File: config.mk
export PLATFORM = sky130hd
export DESIGN_NAME = packet_framer_ascii_crc16_unit
export DESIGN_NICKNAME = d
export VERILOG_FILES = /design/src/hw/rtl/pfac_pkg.sv /design/src/hw/rtl/packet_framer_ascii_crc16_unit.sv /design/src/hw/rtl/pfac_regs.sv /design/src/hw/rtl/pfac_framer.sv /design/src/hw/rtl/pfac_outreg.sv
export SDC_FILE = /design/constraint.sdc
export NUM_CORES = 1
export LEC_CHECK = 0
export BUFFER_PORTS_ARGS = -buffer_cell sky130_fd_sc_hd__buf_2
export CAP_MARGIN = 20
export CORE_MARGIN = 2
export CORE_UTILIZATION = 54
export DETAILED_ROUTE_END_ITERATION = 10
export GPL_ROUTABILITY_DRIVEN = 0
export GPL_TIMING_DRIVEN = 1
export HOLD_SLACK_MARGIN = 0.02
export PLACE_DENSITY = 0.79
export SYNTH_ARGS = -nofsm -noshare
export SYNTH_HDL_FRONTEND = slang
export SYNTH_SLANG_ARGS = --single-unit
File: constraint.sdc
create_clock -name i_clk -period 6.52 [get_ports i_clk]
set_input_delay 0.652 -clock i_clk [delete_from_list [all_inputs] [get_ports i_clk]]
set_output_delay 0.652 -clock i_clk [all_outputs]
set_load 0.05 [all_outputs]
File: src/hw/rtl/pfac_pkg.sv
package pfac_pkg;

    localparam int HDR_MAX_BYTES = 5;
    localparam int HDR_BITS      = HDR_MAX_BYTES * 8;

    localparam logic [7:0]  PREAMBLE_BYTE = 8'h55;
    localparam logic [7:0]  FLAG_BYTE     = 8'h7E;
    localparam logic [15:0] CRC_INIT      = 16'hFFFF;
    localparam logic [15:0] CRC_TOP       = 16'h8000;
    localparam logic [7:0]  ASCII_DIGIT   = 8'h30;
    localparam logic [7:0]  ASCII_ALPHA   = 8'h37;

    // register indexes (paddr[4:3])
    localparam logic [1:0] REG_POLY     = 2'd0;
    localparam logic [1:0] REG_PRE_CNT  = 2'd1;
    localparam logic [1:0] REG_HDR_VAL  = 2'd2;
    localparam logic [1:0] REG_HDR_LEN  = 2'd3;

    localparam logic [15:0]         POLY_RESET    = 16'h1021;
    localparam logic [3:0]          PRE_CNT_RESET = 4'd10;
    localparam logic [HDR_BITS-1:0] HDR_VAL_RESET = 40'h0102030405;
    localparam logic [2:0]          HDR_LEN_RESET = 3'd5;

    typedef struct packed {
        logic [15:0]         poly;
        logic [3:0]          pre_cnt;
        logic [HDR_BITS-1:0] hdr_val;
        logic [2:0]          hdr_len;
    } t_cfg;

    typedef struct packed {
        logic       valid;
        logic [7:0] data;
        logic       run_last;
        logic       frame_end;
    } t_emit;

    // upper-case ascii hex character of one nibble
    function automatic logic [7:0] hex_char(input logic [3:0] nib);
        logic [7:0] v;
        v = {4'd0, nib};
        hex_char = (nib <= 4'd9) ? (v + ASCII_DIGIT) : (v + ASCII_ALPHA);
    endfunction

    // eight msb-first crc steps over one character
    function automatic logic [15:0] crc_fold(input logic [15:0] crc,
                                             input logic [7:0]  ch,
                                             input logic [15:0] poly);
        logic [15:0] r;
        logic [15:0] sh;
        logic        top;
        r  = crc;
        sh = {ch, 8'd0};
        for (int i = 0; i < 8; i++) begin
            top = ((r ^ sh) & CRC_TOP) != 16'd0;
            r   = {r[14:0], 1'b0};
            if (top) begin
                r = r ^ poly;
            end
            sh = {sh[14:0], 1'b0};
        end
        crc_fold = r;
    endfunction

    // header byte idx, first byte in the top bits
    function automatic logic [7:0] hdr_byte(input logic [HDR_BITS-1:0] val,
                                            input logic [2:0]          idx);
        logic [7:0] b;
        b = 8'd0;
        for (int i = 0; i < HDR_MAX_BYTES; i++) begin
            if (idx == 3'(i)) begin
                b = val[(HDR_MAX_BYTES-1-i)*8 +: 8];
            end
        end
        hdr_byte = b;
    endfunction

endpackage

File: src/hw/rtl/packet_framer_ascii_crc16_unit.sv
// Radio frame builder. Payload bytes arrive on the slave stream with tlast on the final
// byte of a packet; the master stream carries the frame one byte per transaction: the
// preamble (preamble_count bytes of 0x55), an opening 0x7E flag, header_length header
// bytes (clamped to five, first byte from the top of header_value), the payload bytes
// as they came, the CRC-16 high and low bytes and two 0x7E flags. The CRC starts at
// 0xFFFF and runs msb first over the two upper-case ascii hex characters of every
// payload byte, not over the header. Master tlast marks the last frame byte caused by
// one input transaction and tuser marks the final closing flag. The sequencer sends one
// frame byte per cycle through the output register, stalling while the master side holds
// tready low. A payload byte in the middle of a packet is sent in the same cycle in which
// both of its hex characters are folded into the crc; the first byte of a packet comes
// after the preamble, the opening flag and the header, and the last byte is followed by
// the crc bytes and the two closing flags. The input register takes the
// next transaction in the cycle the current byte finishes. Registers sit on an APB
// port at byte addresses 0 (polynomial), 8 (preamble count), 16 (header value) and
// 24 (header length); write them only between transactions.
module packet_framer_ascii_crc16_unit (
    input  logic        i_clk,
    input  logic        i_rst_n,
    // payload in
    input  logic        i_s_axis_tvalid,
    output logic        o_s_axis_tready,
    input  logic [7:0]  i_s_axis_tdata,   // [7:0] data_byte
    input  logic        i_s_axis_tlast,   // last_byte
    // frame out
    output logic        o_m_axis_tvalid,
    input  logic        i_m_axis_tready,
    output logic [7:0]  o_m_axis_tdata,   // [7:0] frame_byte
    output logic        o_m_axis_tlast,   // run_last
    output logic [0:0]  o_m_axis_tuser,   // [0] frame_end
    // configuration
    input  logic        psel,
    input  logic        penable,
    input  logic        pwrite,
    input  logic [4:0]  paddr,
    input  logic [63:0] pwdata,
    output logic [63:0] prdata,
    output logic        pready
);
    import pfac_pkg::*;

    t_cfg  cfg;
    t_emit emit;
    logic  emit_ok;
    logic  fend;

    // register file
    pfac_regs u_regs (
        .i_clk   (i_clk),
        .i_rst_n (i_rst_n),
        .psel    (psel),
        .penable (penable),
        .pwrite  (pwrite),
        .paddr   (paddr),
        .pwdata  (pwdata),
        .prdata  (prdata),
        .pready  (pready),
        .o_cfg   (cfg)
    );

    // input register, frame sequencer and crc
    pfac_framer u_framer (
        .i_clk      (i_clk),
        .i_rst_n    (i_rst_n),
        .i_cfg      (cfg),
        .i_s_tvalid (i_s_axis_tvalid),
        .o_s_tready (o_s_axis_tready),
        .i_s_tdata  (i_s_axis_tdata),
        .i_s_tlast  (i_s_axis_tlast),
        .o_emit     (emit),
        .i_emit_ok  (emit_ok)
    );

    // result register toward the master side
    pfac_outreg u_outreg (
        .i_clk      (i_clk),
        .i_rst_n    (i_rst_n),
        .i_emit     (emit),
        .o_emit_ok  (emit_ok),
        .o_m_tvalid (o_m_axis_tvalid),
        .i_m_tready (i_m_axis_tready),
        .o_m_tdata  (o_m_axis_tdata),
        .o_m_tlast  (o_m_axis_tlast),
        .o_m_tuser  (fend)
    );

    assign o_m_axis_tuser = fend;

    // the frame end always closes the run of its input
    a_fend_last: assert property (@(posedge i_clk) disable iff (!i_rst_n)
        o_m_axis_tvalid && fend |-> o_m_axis_tlast)
        else $error("frame end without run end");

    // the frame end is the closing flag
    a_fend_flag: assert property (@(posedge i_clk) disable iff (!i_rst_n)
        o_m_axis_tvalid && fend |-> o_m_axis_tdata == FLAG_BYTE)
        else $error("frame end byte is not a flag");

    // a polynomial write lands in the register file
    a_poly_wr: assert property (@(posedge i_clk) disable iff (!i_rst_n)
        psel && penable && pwrite && paddr[4:3] == REG_POLY |=> cfg.poly == $past(pwdata[15:0]))
        else $error("polynomial write lost");

endmodule

File: src/hw/rtl/pfac_regs.sv
module pfac_regs (
    input  logic                i_clk,
    input  logic                i_rst_n,
    input  logic                psel,
    input  logic                penable,
    input  logic                pwrite,
    input  logic [4:0]          paddr,
    input  logic [63:0]         pwdata,
    output logic [63:0]         prdata,
    output logic                pready,
    output pfac_pkg::t_cfg      o_cfg
);
    import pfac_pkg::*;

    t_cfg       r_cfg;
    logic       wr_en;
    logic [1:0] idx;

    assign pready = 1'b1;
    assign wr_en  = psel & penable & pwrite & pready;
    assign idx    = paddr[4:3];
    assign o_cfg  = r_cfg;

    always_ff @(posedge i_clk) begin
        if (!i_rst_n) begin
            r_cfg.poly    <= POLY_RESET;
            r_cfg.pre_cnt <= PRE_CNT_RESET;
            r_cfg.hdr_val <= HDR_VAL_RESET;
            r_cfg.hdr_len <= HDR_LEN_RESET;
        end else if (wr_en) begin
            unique case (idx)
                REG_POLY:    r_cfg.poly    <= pwdata[15:0];
                REG_PRE_CNT: r_cfg.pre_cnt <= pwdata[3:0];
                REG_HDR_VAL: r_cfg.hdr_val <= pwdata[HDR_BITS-1:0];
                REG_HDR_LEN: r_cfg.hdr_len <= pwdata[2:0];
                default: ;
            endcase
        end
    end

    always_comb begin
        unique case (idx)
            REG_POLY:    prdata = {48'd0, r_cfg.poly};
            REG_PRE_CNT: prdata = {60'd0, r_cfg.pre_cnt};
            REG_HDR_VAL: prdata = 64'(r_cfg.hdr_val);
            REG_HDR_LEN: prdata = {61'd0, r_cfg.hdr_len};
            default:     prdata = 64'd0;
        endcase
    end

endmodule

File: src/hw/rtl/pfac_framer.sv
module pfac_framer (
    input  logic            i_clk,
    input  logic            i_rst_n,
    input  pfac_pkg::t_cfg  i_cfg,
    input  logic            i_s_tvalid,
    output logic            o_s_tready,
    input  logic [7:0]      i_s_tdata,
    input  logic            i_s_tlast,
    output pfac_pkg::t_emit o_emit,
    input  logic            i_emit_ok
);
    import pfac_pkg::*;

    localparam logic [3:0] PH_BEGIN = 4'd0;
    localparam logic [3:0] PH_PRE   = 4'd1;
    localparam logic [3:0] PH_FLAG  = 4'd2;
    localparam logic [3:0] PH_HDR   = 4'd3;
    localparam logic [3:0] PH_DATA  = 4'd4;
    localparam logic [3:0] PH_CRCH  = 4'd6;
    localparam logic [3:0] PH_CRCL  = 4'd7;
    localparam logic [3:0] PH_FL1   = 4'd8;
    localparam logic [3:0] PH_FL2   = 4'd9;

    logic        r_in_vld;
    logic [7:0]  r_in_data;
    logic        r_in_last;
    logic [3:0]  r_phase, n_phase;
    logic [3:0]  r_cnt, n_cnt;
    logic [15:0] r_crc, n_crc;
    logic        r_in_frame, n_in_frame;
    logic [3:0]  eff_phase;
    logic [2:0]  hl;
    logic        done;
    logic        accept;
    t_emit       emit;

    assign o_s_tready = !r_in_vld || done;
    assign accept     = i_s_tvalid && o_s_tready;
    assign o_emit     = emit;

    always_comb begin
        hl = ({1'b0, i_cfg.hdr_len} > 4'(HDR_MAX_BYTES)) ? 3'(HDR_MAX_BYTES) : i_cfg.hdr_len;
        if (r_phase == PH_BEGIN) begin
            if (r_in_frame) begin
                eff_phase = PH_DATA;
            end else if (i_cfg.pre_cnt != 4'd0) begin
                eff_phase = PH_PRE;
            end else begin
                eff_phase = PH_FLAG;
            end
        end else begin
            eff_phase = r_phase;
        end
    end

    always_comb begin
        emit       = '0;
        n_phase    = r_phase;
        n_cnt      = r_cnt;
        n_crc      = r_crc;
        n_in_frame = r_in_frame;
        done       = 1'b0;
        if (r_in_vld) begin
            unique case (eff_phase)
                PH_PRE: begin
                    emit.valid = 1'b1;
                    emit.data  = PREAMBLE_BYTE;
                    if (i_emit_ok) begin
                        if (r_cnt == 4'(i_cfg.pre_cnt - 4'd1)) begin
                            n_phase = PH_FLAG;
                            n_cnt   = 4'd0;
                        end else begin
                            n_phase = PH_PRE;
                            n_cnt   = r_cnt + 4'd1;
                        end
                    end
                end
                PH_FLAG: begin
                    emit.valid = 1'b1;
                    emit.data  = FLAG_BYTE;
                    if (i_emit_ok) begin
                        n_crc   = CRC_INIT;
                        n_cnt   = 4'd0;
                        n_phase = (hl != 3'd0) ? PH_HDR : PH_DATA;
                    end
                end
                PH_HDR: begin
                    emit.valid = 1'b1;
                    emit.data  = hdr_byte(i_cfg.hdr_val, r_cnt[2:0]);
                    if (i_emit_ok) begin
                        if (r_cnt[2:0] == 3'(hl - 3'd1)) begin
                            n_phase = PH_DATA;
                            n_cnt   = 4'd0;
                        end else begin
                            n_cnt   = r_cnt + 4'd1;
                        end
                    end
                end
                PH_DATA: begin
                    emit.valid    = 1'b1;
                    emit.data     = r_in_data;
                    emit.run_last = !r_in_last;
                    if (i_emit_ok) begin
                        // both hex characters, high nibble first
                        n_crc      = crc_fold(crc_fold(r_crc, hex_char(r_in_data[7:4]),
                                                       i_cfg.poly),
                                              hex_char(r_in_data[3:0]), i_cfg.poly);
                        n_in_frame = 1'b1;
                        if (r_in_last) begin
                            n_phase = PH_CRCH;
                        end else begin
                            n_phase = PH_BEGIN;
                            done    = 1'b1;
                        end
                    end
                end
                PH_CRCH: begin
                    emit.valid = 1'b1;
                    emit.data  = r_crc[15:8];
                    if (i_emit_ok) begin
                        n_phase = PH_CRCL;
                    end
                end
                PH_CRCL: begin
                    emit.valid = 1'b1;
                    emit.data  = r_crc[7:0];
                    if (i_emit_ok) begin
                        n_phase = PH_FL1;
                    end
                end
                PH_FL1: begin
                    emit.valid = 1'b1;
                    emit.data  = FLAG_BYTE;
                    if (i_emit_ok) begin
                        n_phase = PH_FL2;
                    end
                end
                PH_FL2: begin
                    emit.valid     = 1'b1;
                    emit.data      = FLAG_BYTE;
                    emit.run_last  = 1'b1;
                    emit.frame_end = 1'b1;
                    if (i_emit_ok) begin
                        n_in_frame = 1'b0;
                        n_crc      = CRC_INIT;
                        n_phase    = PH_BEGIN;
                        done       = 1'b1;
                    end
                end
                default: ;
            endcase
        end
    end

    always_ff @(posedge i_clk) begin
        if (!i_rst_n) begin
            r_in_vld   <= 1'b0;
            r_phase    <= PH_BEGIN;
            r_cnt      <= 4'd0;
            r_crc      <= CRC_INIT;
            r_in_frame <= 1'b0;
        end else begin
            if (accept) begin
                r_in_vld <= 1'b1;
            end else if (done) begin
                r_in_vld <= 1'b0;
            end
            r_phase    <= n_phase;
            r_cnt      <= n_cnt;
            r_crc      <= n_crc;
            r_in_frame <= n_in_frame;
        end
    end

    always_ff @(posedge i_clk) begin
        if (accept) begin
            r_in_data <= i_s_tdata;
            r_in_last <= i_s_tlast;
        end
    end

endmodule

File: src/hw/rtl/pfac_outreg.sv
module pfac_outreg (
    input  logic            i_clk,
    input  logic            i_rst_n,
    input  pfac_pkg::t_emit i_emit,
    output logic            o_emit_ok,
    output logic            o_m_tvalid,
    input  logic            i_m_tready,
    output logic [7:0]      o_m_tdata,
    output logic            o_m_tlast,
    output logic            o_m_tuser
);
    import pfac_pkg::*;

    logic       r_vld;
    logic [7:0] r_data;
    logic       r_last;
    logic       r_fend;

    assign o_emit_ok  = !r_vld || i_m_tready;
    assign o_m_tvalid = r_vld;
    assign o_m_tdata  = r_data;
    assign o_m_tlast  = r_last;
    assign o_m_tuser  = r_fend;

    always_ff @(posedge i_clk) begin
        if (!i_rst_n) begin
            r_vld <= 1'b0;
        end else if (o_emit_ok) begin
            r_vld <= i_emit.valid;
        end
    end

    always_ff @(posedge i_clk) begin
        if (o_emit_ok && i_emit.valid) begin
            r_data <= i_emit.data;
            r_last <= i_emit.run_last;
            r_fend <= i_emit.frame_end;
        end
    end

endmodule

## After elaboration in Yosys (flattened, before gate mapping)

Cells that the tools add are included.

- ROM bits: 0
- Memories: 0
- Register bits after elaboration: 109
- Memory bits (writable): 0
- Bits of input ports: 85
- Bits in latches: 0
- Word-level logic and storage cells: 221

- Multiplexer cells: 108
- Equality and inequality tests: 27
- Div/mod/pow operators: 0
- Add/subtract/negate cells: 7
- $lt $le $gt $ge: 3
- Shift-type cells: 0
- Bitwise operators: 34
- $mul: 0
- Reductions and logical operators: 27

Operator list:

| operator | number |
|---|---|
| two-way mux 16 bit | 63 |
| bitwise XOR 16 bit | 32 |
| one-hot mux 64 bit (4 select lines) | 1 |
| two-way mux 4 bit | 14 |
| two-way mux 8 bit | 7 |
| one-hot mux 9 bit (6 select lines) | 1 |
| one-hot mux 16 bit (2 select lines) | 1 |
| one-hot mux 4 bit (8 select lines) | 1 |
| adder 4 x 6 -> 7 bit (second input constant) | 4 |
| inequality test 2 x 1 -> 1 bit (second input constant) | 10 |
| == test 4 x 3 -> 1 bit (second input constant) | 3 |
| two-way mux 3 bit | 4 |
| one-hot mux 4 bit (3 select lines) | 1 |
| two-way mux 11 bit | 1 |
| AND reduction 11 bit | 1 |
| two-way mux 1 bit | 9 |
| == test 4 x 2 -> 1 bit (second input constant) | 2 |
| == test 4 bit (second input constant) | 2 |
| <= comparator 4 bit (second input constant) | 2 |
| AND reduction 2 bit | 4 |
| AND reduction 4 bit | 2 |
| nonzero test 8 bit | 1 |
| == test 3 x 2 -> 1 bit (second input constant) | 2 |
| one-hot mux 1 bit (2 select lines) | 3 |
| 25 further kinds | 35 |

## Longest topological paths before layout

- Depth after elaboration: 81
- Mapped depth: 30
- Mapped depth without buffers: 23

## By module

Synthesis repeated with hierarchy kept, for this count alone.

- Cell total of the unflattened synthesis: 1560
- Area total of the unflattened synthesis: 11776.3 um^2

By module, submodules not included:

| module | cells an instance | times used | sequential area each (um^2) | area an instance (um^2) |
|---|---|---|---|---|
| pfac_framer | 1190 | 1 | 790.8 | 8245.4 |
| pfac_regs | 355 | 1 | 1261.2 | 3173.0 |
| pfac_outreg | 15 | 1 | 320.3 | 357.8 |

## Worst setup path before layout

Ideal clock, no wire load.

- Path type: register to register
- From: reg u_framer.r_in_data[4]
- To: reg u_framer.r_crc[2]
- Path buffers: 6
- Library setup time: 130 ps
- Clock period less this slack: 6767 ps
- Path slack: -247 ps
- Required time: 6390 ps
- Stages on the path, launching flop included: 29
- Arrival: 6637 ps
- Path through: edfxtp_1 > ha_1 > o21ba_1 > a211o_1 > and2_4 > xnor3_2 > a21o_1 > a311oi_4 > o211ai_2 > and4_1 > or2_1 > buf_4 > o32ai_2 > o21ai_1 > and3_1 > buf_6 > or4_4 > buf_6 > a311o_1 > buf_6 > a211oi_2 > nor3_1 > or4_4 > buf_6 > and2_1 > clkbuf_1 > and3_1 > a2111oi_0 > nor3_1

- Cells in the longest elaborated chain, start to end: 76
- Elaborated cells on any way between the ends: 92
- Classes of those cells: add/sub: 2; order compare: 1; mux: 60; bitwise: 29

RTL lines:

| element | RTL line | RTL |
|---|---|---|
| start: declaration | pfac_framer.sv:25 | `logic [7:0] r_in_data;` |
| start signal: assignment | pfac_framer.sv:177 | `r_in_data <= i_s_tdata;` |
| adder 4 x 6 -> 7 bit / <= comparator 4 bit (equally long branches) | pfac_pkg.sv:42 | `hex_char = (nib <= 4'd9) ? (v + ASCII_DIGIT) : (v + ASCII_ALPHA);` |
| two-way mux 8 bit * | pfac_pkg.sv:42 |  |
| bitwise XOR 16 bit | pfac_pkg.sv:55 | `top = ((r ^ sh) & CRC_TOP) != 16'd0;` |
| two-way mux 16 bit | pfac_pkg.sv:57 | `if (top) begin` |
| two-way mux 16 bit | pfac_framer.sv:103 | `if (i_emit_ok) begin` |
| two-way mux 16 bit | pfac_framer.sv:64 | `unique case (eff_phase)` |
| two-way mux 16 bit | pfac_framer.sv:63 | `if (r_in_vld) begin` |
| bitwise XOR 16 bit (on tied branches) | pfac_pkg.sv:58, pfac_pkg.sv:55 |  |
| [... 60 more ...] | - |  |
| two-way mux 16 bit * | pfac_pkg.sv:57 |  |
| two-way mux 16 bit * | pfac_framer.sv:103 |  |
| two-way mux 16 bit * | pfac_framer.sv:64 |  |
| two-way mux 16 bit * | pfac_framer.sv:63 |  |
| bitwise XOR 16 bit (on tied branches) | pfac_pkg.sv:58, pfac_pkg.sv:55 |  |
| two-way mux 16 bit * | pfac_pkg.sv:57 |  |
| two-way mux 16 bit * | pfac_framer.sv:103 |  |
| one-hot mux 16 bit (2 select lines) * | pfac_framer.sv:64 |  |
| end signal: assignment | pfac_framer.sv:170 | `r_crc <= n_crc;` |
| end: declaration | pfac_framer.sv:29 | `logic [15:0] r_crc, n_crc;` |

Mark *: on every way between the ends. The rest lies on a longest branch, timed or not. The select of a mux whose other input is x is not followed.
A chain may end at the register's enable or synchronous reset.

## Worst setup path in the final report

Ends and elaborated chain as after synthesis.

==> key figures <==
Timing
  • Worst Skew: 9.80 ps
  • Final hold vios: 0
  • Crit share post-route: 105%
  • Setup-failing EPs final: 16
  • Final slew viol count: 0
  • Measured slew at the worst slew-check pin: 1080 ps
  • Fmax: 146 MHz
  • Final min period: 6850 ps
  • RSZ-0062 raised after global routing: yes
  • Slew headroom: 28.1%
  • Setup ws final: -328 ps

Worst setup path
  • CP Buf/Inv Count: 2
  • Crit-path cells: ha_2, o21ba_4, a211o_1, and2_4, xnor3_2, a21o_1, a311oi_4, or2_4, xor3_1, o211ai_1, buf_4, nand3_1, xnor3_1, and4_4, o211a_1, a311o_1, a211oi_4, o32ai_4, buf_4, or4_4, and2_4, and3_4, o2111a_1, nor3_2
  • Worst setup path startpoint: u_framer.r_in_data[4]$_DFFE_PP_
  • CP max stage delay: 500 ps
  • CP Capture Type: register
  • WP depth: 24
  • Critical path startpoint category: register
  • Reg2reg setup slack: -330 ps
  • Critical Path RT: 6790 ps
  • Reg2reg start: u_framer.r_in_data[4]$_DFFE_PP_
  • Crit-path leading delay family: compound AO/OA/AOI/OAI gates
  • Critical path peak fanout: 7
  • Worst Reg-to-Reg Cells: 24
  • R2R Path End: u_framer.r_crc[2]$_SDFFE_PN1P_
  • Setup crit end: u_framer.r_crc[2]$_SDFFE_PN1P_
  • Critical Path AT: 7120 ps
  • Slowest cell on crit path: a211oi_4
  • CP Class: register to register

Clock network
  • CTS tree: done
  • Latest clock arrival within the worst-skew pair: 350 ps
  • Clk slew on worst S/H paths: 70 ps
  • Total CTS buffers: 9
  • CTS sink count: 109
  • H-tree depth: 3
  • Clock root buffer: clkbuf_16
  • Clock Tree Buf Depth: 2

Power
  • Lkg Pwr: 5.82 nW
  • Total chip power: 3.05 mW
  • VDD IR-drop max: 170 uV
  • Pwr/cell area: 216 nW/um^2

Detailed routing
  • Initial DRC Count: 1100
  • Via Count: 11736
  • DR pass1 iterations: 5
  • Vias per inst: 6.10
  • DRC violations left: 0
  • Routed WL per cell: 19.2 microns
  • Antenna viol nets, final: 0
  • Total Wirelength: 36.9 mm

Synthesis
  • Avg Cell Area, Syn: 7.58 sq um
  • Synthesized instance count: 1442
  • Flops & latches, synth: 109
  • Post-synthesis async set-or-reset flop share: 0%
  • Yosys cell types: 92
  • Top_reg_cell synth: dfxtp_1
  • Mapped Area: 10900 sq um
  • Sequential fraction of the synthesis area: 21.7%
  • Post-synth EDFFs: 19
  • YS warnings: 0

Finish
  • Storage element area: 2370 sq um
  • Fin nets: 1747
  • Final core utilization: 70.4%
  • Area Overhead vs Synth: 29.1%
  • Multi-input logic area: 8880 sq um
  • # fillers: 1476
  • Fin cells: 1925
  • Layout cells sized above 1: 29.9%
  • ANT cells: 0

Floorplan
  • Initial Util: 54.5%
  • Core box area: 20000 sq um
  • I/O pins: 162
  • Area of the die: 21400 sq um
  • Die height: 146 microns
  • Row count: 52
  • Die X: 146 microns

Global routing
  • GR Util All Layers: 30.7%
  • Global-route wire length before repair: 54.2 mm
  • Vias in the first global route: 10816
  • Largest net degree at the start of global routing: 76
  • Gr ovfl total: 0
  • Initial antenna violation count: 0

Placed design
  • Post-DP HPWL: 24.3 mm
  • Dpl cells: 1860
  • IO Port Bufs: 109

Job
  • Maxcap violations: 0

Hold path
  • Hold Path Class: input pin to register

Outcome
  • Outcome: finished with violations
  • Failing checks: setup timing
## Yosys cell counts, types with 7 or more instances
master | number | share of area (%)
or3_1 | 8 | 0.46
buf_2 | 7 | 0.32
and4_1 | 16 | 1.3
a21oi_1 | 34 | 1.6
nand3_1 | 38 | 1.7
o211ai_1 | 10 | 0.69
edfxtp_1 | 19 | 5.2
o211a_1 | 7 | 0.64
nand2_1 | 336 | 12
o221ai_1 | 9 | 0.72
xor3_1 | 10 | 2.2
a21boi_0 | 53 | 3.6
ha_1 | 12 | 1.4
nor2b_1 | 11 | 0.63
a222oi_1 | 7 | 0.64
xnor2_1 | 147 | 12
o21ai_0 | 37 | 1.7
nor2_1 | 101 | 3.5
mux2i_1 | 37 | 3.4
xor2_1 | 33 | 2.6
and3_1 | 20 | 1.1
clkbuf_1 | 84 | 2.9
buf_4 | 27 | 1.9
nor3_1 | 22 | 1.0
xnor3_1 | 12 | 2.5
a31oi_1 | 12 | 0.69
a211oi_1 | 24 | 1.6
dfxtp_1 | 90 | 16
and2_1 | 44 | 2.5
buf_1 | 9 | 0.31
inv_1 | 16 | 0.55
## routing by layer
| layer | track usage (%) | vias to the layer above | share of wire (%) |
|---|---|---|---|
| li1 | - | 5368 | - |
| met5 | 0 | - | 0 |
| met3 | 6.16 | 171 | 9.1 |
| met1 | 36.8 | 5489 | 37 |
| met2 | 53.3 | 708 | 48 |
| met4 | 13.8 | 0 | 5.2 |
## cells by family after synthesis
logic type | count (synthesis) | synth area share [%]
flip-flops | 109 | 21.7
XOR/XNOR | 205 | 19.6
other | 2 | 0.0687
buffers and inverters | 149 | 6.40
AND/OR/NAND/NOR | 638 | 26.9
adder cells (fa/ha/maj) | 12 | 1.37
AO/OA/AOI/OAI | 285 | 19.8
multiplexers | 42 | 4.21
## power by group
group          internal, mW  total, mW  switching [mW]
registers             0.703      0.722          0.0189
clock network         0.289      0.562           0.272
logic                 0.834       1.77           0.933
total                  1.83       3.05            1.22
## area by class of cell
type	count	share of cell area (%)
clock buffers	11	1.79
clock inverters	5	0.328
inverters	18	0.479
multi-input cells	1208	62.9
flip-flops and latches	109	16.8
well taps	270	2.39
repair buffers	304	15.2
## worst min path at each step
stage / start / to / slack, ps / depth (start not counted)
6_report: i_s_axis_tdata[7] / u_framer.r_in_data[7]$_DFFE_PP_ / 470 / 1
5_1_grt: i_s_axis_tdata[7] / u_framer.r_in_data[7]$_DFFE_PP_ / 470 / 1
4_1_cts: i_s_axis_tdata[7] / u_framer.r_in_data[7]$_DFFE_PP_ / 470 / 1
3_5_place_dp: u_regs.o_cfg[8]$_SDFFE_PN0P_ / u_regs.o_cfg[8]$_SDFFE_PN0P_ / 470 / 2
3_3_place_gp: u_regs.o_cfg[7]$_SDFFE_PN0P_ / u_regs.o_cfg[7]$_SDFFE_PN0P_ / 470 / 2
2_1_floorplan: u_regs.o_cfg[21]$_SDFFE_PN0P_ / u_regs.o_cfg[21]$_SDFFE_PN0P_ / 450 / 2
## flip-flops by register name, summed over array words and instances, names as in the netlist
| register | cells |
|---|---|
| u_regs.o_cfg | 63 |
| u_framer.r_crc | 16 |
| u_framer.r_in_data | 8 |
| u_outreg.o_m_tdata | 8 |
| u_framer.r_cnt | 4 |
| u_framer.r_phase | 4 |
| u_framer.r_in_frame | 1 |
| u_framer.r_in_last | 1 |
| u_framer.r_in_vld | 1 |
| u_outreg.o_m_tlast | 1 |
| u_outreg.o_m_tuser | 1 |
| u_outreg.o_m_tvalid | 1 |
## timing repair
action                     4_1_cts  5_1_grt
hold endpoints to repair         0        0
resized for setup               77      101
hold buffers                     0        0
setup endpoints to repair       16       16
pin swaps                       25       57
buffers inserted                22       23
cloned                           1        2
## metrics by stage
stage	worst slack [ps]	TNS (ps)	hold slack (ps)	instance area, sq um
after floorplan	25.1	0	452	11100
after global placement	-289	-3240	466	12500
after detailed placement	-494	-5680	474	12500
after CTS	-102	-548	470	13300
after global routing	-500	-6710	467	14100
final	-328	-3760	473	14100
## cells in the final DEF, fill, tap and decap left out, types with 34 or more instances in the layout
cell type and instances:
nor2_1 99, mux2i_1 36, nand2_1 329, a21boi_0 50
buf_4 169, buf_2 109, dfxtp_1 90, nand3_1 34
xnor2_1 132, and2_1 42
(Power assumes the default switching activity.)
